File: src/rtl/core/bto_mul.sv
module bto_mul (
  input  logic        clk_i,
  input  logic [31:0] a_i,
  input  logic [31:0] b_i,
  output logic [63:0] prod_o
);

  logic [63:0] prod_q;

  // Register the full product; rounding follows in the next stage.
  always_ff @(posedge clk_i) begin
    prod_q <= 64'(a_i) * 64'(b_i);
  end

  assign prod_o = prod_q;

endmodule

File: config.mk
export PLATFORM = sky130hd
export DESIGN_NAME = bto_mul
export DESIGN_NICKNAME = d
export VERILOG_FILES = /design/src/rtl/core/bto_mul.sv
export SDC_FILE = /design/constraint.sdc
export NUM_CORES = 2
export LEC_CHECK = 0
export ABC_AREA = 1
export CAP_MARGIN = 10
export CORE_MARGIN = 2
export CORE_UTILIZATION = 45
export DETAILED_ROUTE_END_ITERATION = 8
export DONT_BUFFER_PORTS = 1
export RECOVER_POWER = 100
export SETUP_SLACK_MARGIN = 0.5
export SYNTH_ARGS = -nofsm -noshare
export SYNTH_HDL_FRONTEND = slang
export SYNTH_SLANG_ARGS = --single-unit
export TNS_END_PERCENT = 30
File: constraint.sdc
create_clock -name clk_i -period 19.28 [get_ports clk_i]
set_input_delay 0.964 -clock clk_i [delete_from_list [all_inputs] [get_ports clk_i]]
set_output_delay 0.964 -clock clk_i [all_outputs]
set_load 0.02 [all_outputs]
# After elaboration in Yosys (flattened, before gate mapping)
# Index checks and enable logic that the tools add are counted.
[totals] word_cells=2 output_inout_bits=64 ff_bits=64
[classes] mul=1
[ops] operator="$mul 32x32->64" n=1

# Depth between registers and ports, before layout
[logic_depth] depth_word=1 depth_mapped=30

# Worst setup path after synthesis
# No wires, ideal clock.
[synth_path] path_type="input port to flip-flop" startpoint="input a_i[25]" endpoint="register prod_q[60], in the netlist prod_o[60]" n_path_buf=1 setup_ns=0.112 slack_ns=12.502 arrival_ns=6.666 cell_stages=26 t_required_ns=19.168 cell_sequence="clkbuf_1 nand2_1 fa_1 inv_1 fa_1 inv_1 fa_1 inv_1 fa_1 fa_1 fa_1 fa_1 inv_1 fa_1 inv_1 ha_1 nand2_1 nand2_1 a21oi_1 nand2_1 nand2_1 nand2_1 a21oi_1 nand2_1 nand2_1 nand2_1"
[synth_via] elab_chain_len=1
[synth_rtl] element="start: declaration" line="3" rtl="input logic [31:0] a_i,"
[synth_rtl] element="$mul 32x32->64" line="12" rtl="prod_q <= 64'(a_i) * 64'(b_i);"
[synth_rtl] element="end signal: assignment" line="12"
[synth_rtl] element="end: declaration" line="8" rtl="logic [63:0] prod_q;"
# Every way passes these cells.

# Worst setup path after layout
[layout_path] startpoint="input b_i[17]" endpoint="register prod_q[60], in the netlist prod_o[60]"
[layout_via] elab_chain_len=1
[layout_rtl] element="start: declaration" line="4" rtl="input logic [31:0] b_i,"
[layout_rtl] element="$mul 32x32->64" line="12"
# Every way passes these cells.

==> impl_metrics.ini <==
[run_status]
status = completed

[floorplan]
dieArea_um2 = 85440
die_height_um = 292.3
pin_count = 129
start_util_pct = 45.48
core_um2 = 82240
fp.dieW_um = 292.3
rows = 105

[finish]
synthToLayoutAreaGrowth_pct = 2.335
fin_nets = 6066
final_util_pct = 46.54
antennaDiodeCount = 0
largest_reg_flops = 64
drive_gt1_share_pct = 1.238
layout_common_cells = inv_1 (1725), nand2_1 (1571), fa_1 (896), ha_1 (263), nor2_1 (86)
layout_commonest_cell = inv_1

[clock_tree]
cts_setup_buffers = 0
cts_buffers = 9
clockBufferDepth = 2
cts_num_sinks = 64
cts.repair.resized = 0
htree_levels = 3
clockRootBuffer = clkbuf_16
clk_pin_slew_ns = 0.07
holdBufCountCts = 0
cts_tree = built

[placement]
place_congestion = 0.9466
numPortBuffers = 0
hpwl_um = 84230
preCtsSetupSlack_ns = 12.12

[yosys]
avgSynthCellArea_um2 = 7.446
synth_seq_area_share_pct = 3.426
synth_area_leaders = fa_1 (48%), inv_1 (17%), nand2_1 (16%)
ys_types = 23
synth_mux_area_share_pct = 0
syn_nets = 6247
synth-xor-area-share_pct = 0.8196
ys_ff_latch = 64
synth_compound_area_share_pct = 0.8531
synth-simple-area-share_pct = 18.80
synth_top_area_share_pct = 47.96
yosysWarnings = 0
netlist_instances = 5023
yosys.area.top_type = fa_1
synth_top_family_by_area = adder cells
synthesis.area_um2 = 37400
yosys.area_share.adder_pct = 56.76

[sta]
setup_viol = 0
holdWs_ns = 0.7214
setup-tns-final_ns = 0
timing.final.ws_setup_ns = 12.33
worst_pin_slew_ns = 0.4859
slew_headroom_pct = 67.36
period_needed_ns = 6.952
hold_viol_final = 0
fin_crit_sh_pct = 36.06
max_freq_ghz = 0.1438
rsz0062_at_grt = no
slew_viol_final = 0

[hold_path]
holdCritStartpoint = b_i[0]
hold_path_class = in2reg
hold_depth = 2
hold_end = prod_o[0]

[global_route]
antenna_found_initial = 1
grt.overflow.total = 0
grt_max_degree = 33
grt_pass1_wl_um = 167400
grtUsageTotal_pct = 24.92
first_global_vias = 30500

[critical_path]
worst_path_largest_cell_delay_ns = 0.55
crit_chain = nand2_1 -> inv_1 -> fa_1 -> inv_1 -> fa_1 -> inv_1 -> fa_1 -> inv_1 -> fa_1 -> inv_1 -> fa_1 -> fa_1 -> fa_1 -> fa_1 -> ha_1 -> nand2_1 -> nor2_1 -> inv_1 -> nor3_1 -> nand2_1 -> nor2_1 -> nand2_1 -> nand3_1 -> nand2_1
cp_num_buf_inv = 6
start_kind = input port
path_common_cell = fa_1
end_kind = register
required_ns = 19.52
slowest_stage = fa_1
cp_top_family = adder cells
worstPathMaxFanout = 32
critPathKind = in2reg
arrival_ns = 7.19

[detailed_routing]
drc = 0
wl_um = 101600
drt_iter0_markers = 1785
routedWlPerCell_um = 17.18
postRouteAntennaNets = 0
first_pass_iters = 5
dr_total_vias = 28464
via_per_inst = 4.811

[run]
maxCapViolations = 0
[area by class of cell]
type                    instances  area (µm²)
clock inverters                 6       91.34
flip-flops and latches         64        1281
inverters                    1735        6513
fillers                      8397       43970
clock buffers                  10       239.0
multi-input cells            3032       28810
well taps                    1070        1339
[per-layer routing]
layer	track usage, %	vias to the layer above	part of all wire, %
met5	0	-	0
met1	32.63	14369	41
li1	-	13245	-
met2	44.62	725	51
met3	2.830	125	5.5
met4	5.078	0	2.3
[cells by family after synthesis]
group / count (synthesis)
buffers and inverters: 1927
adders and majority gates: 1159
DFF: 64
AOI/OAI and AO/OA: 57
and+or+nand+nor: 1781
xor gates and xnor gates: 35
[metrics by stage]
step,cell area (µm²),std cells
floorplan,37400,5023
global placement,38020,5901
detailed placement,38020,5901
CTS,38350,5917
global route,38270,5917
finish,38270,5917
[how the worst max path moves through the flow]
| stage | startpoint | end | slack (ns) | cells past startpoint |
|---|---|---|---|---|
| 4_1_cts | b_i[17] | prod_o[30] | 12.43 | 22 |
| 3_3_place_gp | a_i[10] | prod_o[30] | 12.11 | 22 |
| 2_1_floorplan | a_i[25] | prod_o[60] | 12.50 | 26 |
| 3_5_place_dp | b_i[17] | prod_o[30] | 12.12 | 22 |
| 5_1_grt | b_i[17] | prod_o[52] | 12.02 | 25 |
| 6_report | b_i[17] | prod_o[60] | 12.33 | 24 |
[synthesized netlist by cell type, drive strengths merged]
cell and instances:
nand4 16, nor2 101, fa 896, xnor2 2, nor3 18, o21bai 12, nand3 65, dfxtp 64
nand2 1581, ha 263, clkbuf 192, inv 1735, xor2 33, o21ai 2, a21oi 43
Power is left out: the tool's default activity adds up to more than one toggle a clock period on the data nets, which glitch-free logic cannot reach.
